File: src/rtl/ece_pkg.sv
// ----------------------------------------------------------------------------
// Eulerian circuit engine package
// Shared constants, command and status codes, and the result beat type.
// ----------------------------------------------------------------------------
`default_nettype none

package ece_pkg;

  localparam int MAX_VERTICES_DEF   = 16;
  localparam int MAX_DEGREE_DEF     = 16;
  localparam int MAX_EDGES_DEF      = 32;
  localparam int VERTEX_COUNT_RESET = 16;

  localparam logic [1:0] CMD_ADD     = 2'd0;
  localparam logic [1:0] CMD_REMOVE  = 2'd1;
  localparam logic [1:0] CMD_DEGREE  = 2'd2;
  localparam logic [1:0] CMD_CIRCUIT = 2'd3;

  localparam logic [2:0] ST_OK         = 3'd0;
  localparam logic [2:0] ST_RANGE      = 3'd1;
  localparam logic [2:0] ST_NOT_FOUND  = 3'd2;
  localparam logic [2:0] ST_NO_CIRCUIT = 3'd3;
  localparam logic [2:0] ST_FULL       = 3'd4;

  typedef struct packed {
    logic [2:0] status;
    logic [4:0] value;
    logic       last;
  } res_t;

endpackage

`default_nettype wire

File: src/rtl/ece_out_reg.sv
// ----------------------------------------------------------------------------
// Eulerian circuit engine result register
// One-entry output stage holding a result beat until the sink takes it.
// ----------------------------------------------------------------------------
`default_nettype none

module ece_out_reg import ece_pkg::*; (
  input  logic clk,
  input  logic rst,
  input  logic push,
  input  res_t din,
  input  logic out_stall,
  output logic ready,
  output logic out_valid,
  output res_t dout
);

  always_ff @(posedge clk) begin
    if (rst) begin
      out_valid <= 1'b0;
    end else if (push) begin
      out_valid <= 1'b1;
    end else if (!out_stall) begin
      out_valid <= 1'b0;
    end
  end

  always_ff @(posedge clk) begin
    if (push) begin
      dout <= din;
    end
  end

  // free when empty or when the held beat leaves this cycle
  assign ready = !out_valid || !out_stall;

endmodule

`default_nettype wire

File: config.mk
export PLATFORM = sky130hd
export DESIGN_NAME = ece_out_reg
export DESIGN_NICKNAME = d
export VERILOG_FILES = /design/src/rtl/ece_pkg.sv /design/src/rtl/ece_out_reg.sv
export SDC_FILE = /design/constraint.sdc
export NUM_CORES = 1
export LEC_CHECK = 0
export ABC_AREA = 1
export BUFFER_PORTS_ARGS = -buffer_cell sky130_fd_sc_hd__buf_2
export CAP_MARGIN = 10
export CORE_AREA = 2 2 39 41
export DETAILED_ROUTE_END_ITERATION = 8
export DIE_AREA = 0 0 41 43
export PLACE_DENSITY_LB_ADDON = 0.25
export SYNTH_ARGS = -nofsm -noshare
export SYNTH_HDL_FRONTEND = slang
export SYNTH_SLANG_ARGS = --single-unit
File: constraint.sdc
create_clock -name clk -period 1.7 [get_ports clk]
set_clock_uncertainty 0.1 [all_clocks]
set_input_delay 0 -clock clk [delete_from_list [all_inputs] [get_ports clk]]
set_output_delay 0 -clock clk [all_outputs]
set_load 0.02 [all_outputs]
# Word-level counts from Yosys, hierarchy flattened
# Cells that the tools add are included.
# classes
n_eq_ne	1
n_mux	2
n_reduce_logical	3
# ops
operator	n
1-bit zero test	2
1-bit 2-to-1 mux	2
2-bit != test (second input constant)	1
1-bit logical OR	1
# totals
register_bits	10
inputBits	13
out_inout_bits	11
elab_cells	10

# Logic depth before layout (Yosys ltp)
# Gate-level depths: netlist (run 1).
# depth
word_depth	2
depth_mapped	2
depth_no_buf	2

# Worst setup path before layout (run 1)
# No wires, ideal clock.
# synth_timing
path_type	reg-to-reg
startpoint	reg out_valid (netlist name)
endpoint	reg out_valid
setup_ps	66
arrival_ps	708
t_required_ps	1534
path_slack_ps	826
stages_incl_launch_ff	3
n_path_buf	0
period_less_slack_ps	874
cell_sequence	dfxtp_1 nand2_2 a21oi_2
# synth_rtl
item	line	source
end signal, assigned	ece_out_reg.sv:20	out_valid <= 1'b0;
end signal, assigned	ece_out_reg.sv:22	out_valid <= 1'b1;
end signal, assigned	ece_out_reg.sv:24	out_valid <= 1'b0;
end, declared	ece_out_reg.sv:14	output logic out_valid,

# Worst setup path in the final report (run 1)
# layout_timing
startpoint	in push
endpoint	reg out_valid
# layout_between
elab_chain_cells	1
word_cells_on_any_way	2
classes_between	eq/ne: 1; mux: 1
# layout_lines
item	line	source
start, declared	ece_out_reg.sv:10	input logic push,
2-bit != test (no source line) or 1-bit 2-to-1 mux (tied branches)	-	
# Several ways; a longest one is shown, not always the timed one.
# A chain may end at the register's enable or synchronous reset.

==> metrics.yaml, run 1 <==
dr.max_layer_used: "met3"
dp_cells: 52
cts_resized: 0
m1WireLength_microns: 255
p_comb_share_pct: 16.0
layoutNonFillerInstCount: 68
drt_iter0_markers: 1
grt_pass1_vias: 238
post-route-min-period_ns: 1.41
slew_violations: 0
min_to: "ready"
critPathMaxFanout: 10
required_ns: 1.79
yosys.area_share.simple_pct: 2.02
tns_ns: 0
swShare_pct: 21.8
p_switching_uw: 117
endpoint_kind: "flip-flop"
place_congestion: 0.557
pre_cts_slack_ns: 1.03
fmax_mhz: 711
min_from: "out_stall"
core.rowCount: 14
cts_buffers: 3
pin_count: 24
cp-start-kind: "input pin"
portBuffers: 23
rr_worst_depth: 3
drt-total-wl_microns: 635
synth_top_area_cell: "edfxtp_1"
antenna_found_initial: 0
peakVddDrop_mv: 0.435
setup_slack_ns: 0.294
crit_arrival_ns: 1.50
hold_viol: 0
ant_nets: 0
wl_per_cell_microns: 9.34
crit_chain: "dlygate4sd3_1 -> buf_2 -> inv_1 -> a21oi_2 -> dlygate4sd3_1"
slowest_stage: "dlygate4sd3_1"
grt_pass1_wl_microns: 869
root_buffer: "clkbuf_4"
wl_met2_microns: 278
power_density_nw_per_um2: 911
die_h_microns: 43
grt_max_degree: 11
ctsHoldBuffers: 12
p_total_uw: 538
cts.clk_slew.worst_paths_ns: 0.05
synth_seq_cells: 10
wl_met3_microns: 101
intPower_uw: 421
setup_viol: 0
antenna_cells: 0
synth.yosys.seq_area_share_pct: 93.9
status: "finished, final reports clean"
worstSetupPathType: "input pin to flip-flop"
dr.pass1.iters: 2
avgSynthCellArea_sq_um: 23.8
core_sq_um: 1380
multi_input_area_sq_um: 15.0
rr_startpoint: "out_valid"
regArea_sq_um: 290
fill_cells: 135
synth.distinct_cells: 5
drc_errors: 0
cpPeakStageDelay_ns: 0.54
via_per_inst: 3.71
finalNetCount: 66
power.leakage_nw: 0.262
worst_slew_pin_slew_ns: 0.216
dieArea_sq_um: 1760
grt_usage_pct: 7.87
rsz0062_at_grt: "no"
grt_overflow: 0
max_slew_margin_pct: 85.6
yosys.area_share.adder_pct: 0
synth_nets: 26
ys_warn_count: 0
finalCritPeriodShare_pct: 82.7
postCtsSetupBuffers: 0
syn2layout_area_growth_pct: 91.1
start_util_pct: 22.3
synthTopCellsByArea: "edfxtp_1 87%, dfxtp_1 6.5%, a21oi_2 2.8%"
synth_area_sq_um: 309
yosysTopAreaCellShare_pct: 87.4
num_vias: 252
hold_depth: 3
die_x_microns: 41
cts.path.max_buffers: 2
layout-drive-gt1-share_pct: 53.8
p_seq_share_pct: 54.6
synth_xor_xnor_area_share_pct: 0
cts_sinks: 10
hp-class: "input pin to output pin"
r2r_end: "out_valid"
worst_path_most_repeated_cell: "dlygate4sd3_1"
final_util_pct: 42.7
htreeDepth: 1
synth.area.mux_share_pct: 0
clk_latency_ns: 0.25
synth_top_family_by_area: "compound AO/OA/AOI/OAI gates"
synthCells: 13
synth_compound_area_share_pct: 2.83
cts_tree: "done"
rrSetupSlack_ns: 0.50
p_clk_share_pct: 29.5
cap_violations: 0
## flip-flops by register name, summed over array words and instances, names as in the netlist
signal	cells
dout	9
out_valid	1
## metrics by stage
stage	hold slack (ns)	area, sq um
final	0.192	591
after global routing	0.216	591
after CTS	0.195	591
after detailed placement	0.0668	444
after global placement	0.0605	444
after floorplan	-0.0376	309
## power by group through the flow
stage                     clock, mW  combinational, mW  sequential (mW)
after floorplan                   0            0.00425            0.325
after global placement            0             0.0646            0.298
after detailed placement          0             0.0652            0.299
after CTS                     0.166             0.0867            0.294
after global routing          0.179             0.0935            0.294
final                         0.159             0.0859            0.294
## area by class of cell
cell class | instances | area share (%)
clock buffer | 4 | 4.45
timing repair buffer | 35 | 39.8
sequential | 10 | 49.2
tap | 16 | 3.39
multi-input combinational | 2 | 2.54
inverter | 1 | 0.636
## synthesized netlist by cell type (all sizes together)
| library cell | number |
|---|---|
| edfxtp | 9 |
| a21oi | 1 |
| dfxtp | 1 |
| inv | 1 |
| nand2 | 1 |
## layer usage
metal,GRT usage (%),vias to the layer above
met5,0,-
met4,6.00,0
met3,3.14,0
met2,12.5,20
met1,7.51,105
li1,-,127
## placed cells by master (no fill, tap or decap)
master | netlist | routed
buf_2 | 0 | 23
dlygate4sd3_1 | 0 | 12
edfxtp_1 | 9 | 9
clkbuf_4 | 0 | 3
nand2_2 | 1 | 1
inv_1 | 1 | 1
a21oi_2 | 1 | 1
clkbuf_1 | 0 | 1
dfxtp_1 | 1 | 1
## worst max-delay path: cells and delay by family
family,cells,cell delay (ns)
AO/OA/AOI/OAI,1,0.12
buffers and inverters,4,1.37
## logic make-up (layout without fill, tap and decap cells)
logic type | Yosys count | in the layout
and+or+nand+nor | 1 | 1
AOI/OAI and AO/OA | 1 | 1
DFF | 10 | 10
buffers and inverters | 1 | 40
## worst max path at each step
| stage | start | end | slack, ns | cells after the start |
|---|---|---|---|---|
| after floorplan | out_valid | out_valid | 0.83 | 2 |
| after global placement | out_valid | out_valid | 1.07 | 2 |
| after detailed placement | out_valid | out_valid | 1.03 | 2 |
| after CTS | push | out_valid | 0.30 | 5 |
| after global routing | push | out_valid | 0.21 | 5 |
| final | push | out_valid | 0.29 | 5 |
Power figures use the tool's default switching activity.
==> inputs of run 2 (changes only) <==
==> constraint.sdc (replaced) <==
create_clock -name clk -period 1.3 [get_ports clk]
set_clock_uncertainty 0.1 [all_clocks]
set_input_delay 0 -clock clk [delete_from_list [all_inputs] [get_ports clk]]
set_output_delay 0 -clock clk [all_outputs]
set_load 0.02 [all_outputs]
==> run 2 against run 1 <==
Against the previous run: register-to-register slack worse by 0.40 ns; combinational power up 34%; sequential cell count unchanged; sequential share of layout area down 0.82 points; largest cell class unchanged; largest power group unchanged; highest routed layer unchanged.
==> metrics.yaml, run 2 (synthesis gave the netlist of run 1 again) <==
status: "finished, final reports clean"
power.leakage_nw: 0.266  # +1.6%
antenna_cells: 0  # unchanged
syn2layout_area_growth_pct: 94.3
hold_viol: 0  # unchanged
worst_slew_pin_slew_ns: 0.220  # +0.00431 ns
grt_overflow: 0  # unchanged
cap_violations: 0  # unchanged
grt_usage_pct: 7.57  # -0.31 points
fmax_mhz: 832
cp-start-kind: "flip-flop"
grt_use_met3_pct: 3.14  # unchanged
cts.path.max_buffers: 2  # unchanged
regMostFlops: "dout"
drt_iter0_markers: 1  # unchanged
rr_startpoint: "out_valid"
wl_per_cell_microns: 9.22  # -1.3%
critPathLaunch: "out_valid"
grt_pass1_wl_microns: 841  # -3.2%
cts_resized: 0  # unchanged
power_density_nw_per_um2: 1170  # +29%
core_sq_um: 1380  # unchanged
top_usage_layer: "met2"
peakVddDrop_mv: 0.568  # +30%
cts_tree: "done"
layout-drive-gt1-share_pct: 52.8  # -1.0 points
final_area_sq_um: 601  # +1.7%
start_util_pct: 22.3  # unchanged
final_util_pct: 43.4  # +0.72 points
reg_top3: "dout x9, out_valid x1"
rsz0062_at_grt: "no"
worstSetupPathType: "flip-flop to flip-flop"
drc_errors: 0  # unchanged
cts.clk_slew.worst_paths_ns: 0.05  # about the same
ant_nets: 0  # unchanged
setup_viol: 0  # unchanged
grt_use_met2_pct: 11.9  # -0.63 points
place_congestion: 0.557  # unchanged
r2r_end: "out_valid"
root_buffer: "clkbuf_4"
dr.pass1.iters: 2  # unchanged
fill_cells: 138  # +2.2%
cts_sinks: 10  # unchanged
layout_commonest_cell: "buf_2"
post-route-min-period_ns: 1.20
hold-worst-slack_ns: 0.195  # +0.00329 ns
largest_register_ffs: 9  # unchanged
max_slew_margin_pct: 85.3  # -0.34 points
htreeDepth: 1  # unchanged
endpoint_kind: "flip-flop"
grt_pass1_vias: 241  # +1.3%
grtUsageMet1_pct: 7.17  # -0.34 points
slew_violations: 0  # unchanged
clk_latency_ns: 0.25  # about the same
core.rowCount: 14  # unchanged
dp_cells: 52  # unchanged
mostFrequentLayoutCells: "23 x buf_2, 13 x dlygate4sd3_1, 9 x edfxtp_1, 3 x clkbuf_4"
hold_depth: 3  # unchanged
dieArea_sq_um: 1760  # unchanged
hp-class: "input pin to output pin"
critPathCapture: "out_valid"
antenna_found_initial: 0  # unchanged
num_vias: 260  # +3.2%
required_ns: 1.39  # -0.40 ns
placed_cell_area_sq_um: 444  # unchanged
via_per_inst: 3.77  # +1.7%
tns_ns: 0  # unchanged
rrSetupSlack_ns: 0.1  # -0.40 ns
finalNetCount: 67  # +1.5%
rr_worst_depth: 3  # unchanged
grt_max_degree: 7  # -4
die_h_microns: 43  # unchanged
drt-total-wl_microns: 636  # +0.16%
critPathMaxFanout: 2  # -8
finalCritPeriodShare_pct: 92.5
crit_arrival_ns: 1.29  # -0.21 ns
portBuffers: 23  # unchanged
pin_count: 24  # unchanged
cts_buffers: 3  # unchanged
die_x_microns: 41  # unchanged
layoutNonFillerInstCount: 69  # +1.5%
-- run 2: cell types whose count changed in the layout (fill, tap and decap cells not counted) --
cell           delta
dlygate4sd3_1     +1
-- run 2: what timing repair did --
action / in CTS / in global routing
endpoints found under the hold margin: 15 / 0
buffers inserted: 0 / 0
hold buffers: 13 / 0
endpoints found under the setup margin: 0 / 0
-- run 2: worst min path at each step --
stage / startpoint / to / slack [ns]
2_1_floorplan: rst / out_valid / -0.04
3_3_place_gp: rst / out_valid / 0.06
3_5_place_dp: rst / out_valid / 0.07
4_1_cts: out_stall / ready / 0.19
5_1_grt: out_stall / ready / 0.22
6_report: out_stall / ready / 0.19
-- run 2: critical path, stage by stage, from the launching register on --
cell           delay [ns]
dfxtp_1              0.34
nand2_2              0.07
a21oi_2              0.10
dlygate4sd3_1        0.54
-- run 2: stage by stage --
step	power (mW)	worst slack [ns]
2_1_floorplan	0.430	0.426
4_1_cts	0.717	0.0878
5_1_grt	0.743	0.0468
6_report	0.704	0.0978
3_3_place_gp	0.474	0.668
3_5_place_dp	0.476	0.634
-- run 2: final cells by class --
cell class	count	area (sq um)	area share [%]
Multi-Input combinational cell	2	15.0	2.50
Clock buffer	4	26.3	4.38
Timing Repair Buffer	36	245	40.8
Tap cell	16	20.0	3.33
Inverter	1	3.75	0.625
Sequential cell	10	290	48.3
-- run 2: power breakdown --
group | internal (mW) | total [mW] | switching [mW] | leakage [nW]
registers | 0.378 | 0.384 | 0.00633 | 0.0964
logic | 0.0570 | 0.115 | 0.0577 | 0.154
clock network | 0.118 | 0.206 | 0.0882 | 0.0150
total | 0.552 | 0.704 | 0.152 | 0.266
-- run 2: layer usage --
layer | part of all wire [%] | wire, microns | vias up
li1 | - | - | 128
met1 | 40 | 253 | 112
met2 | 45 | 284 | 20
met3 | 15 | 98 | 0
met4 | 0 | 0 | 0
met5 | 0 | 0 | -
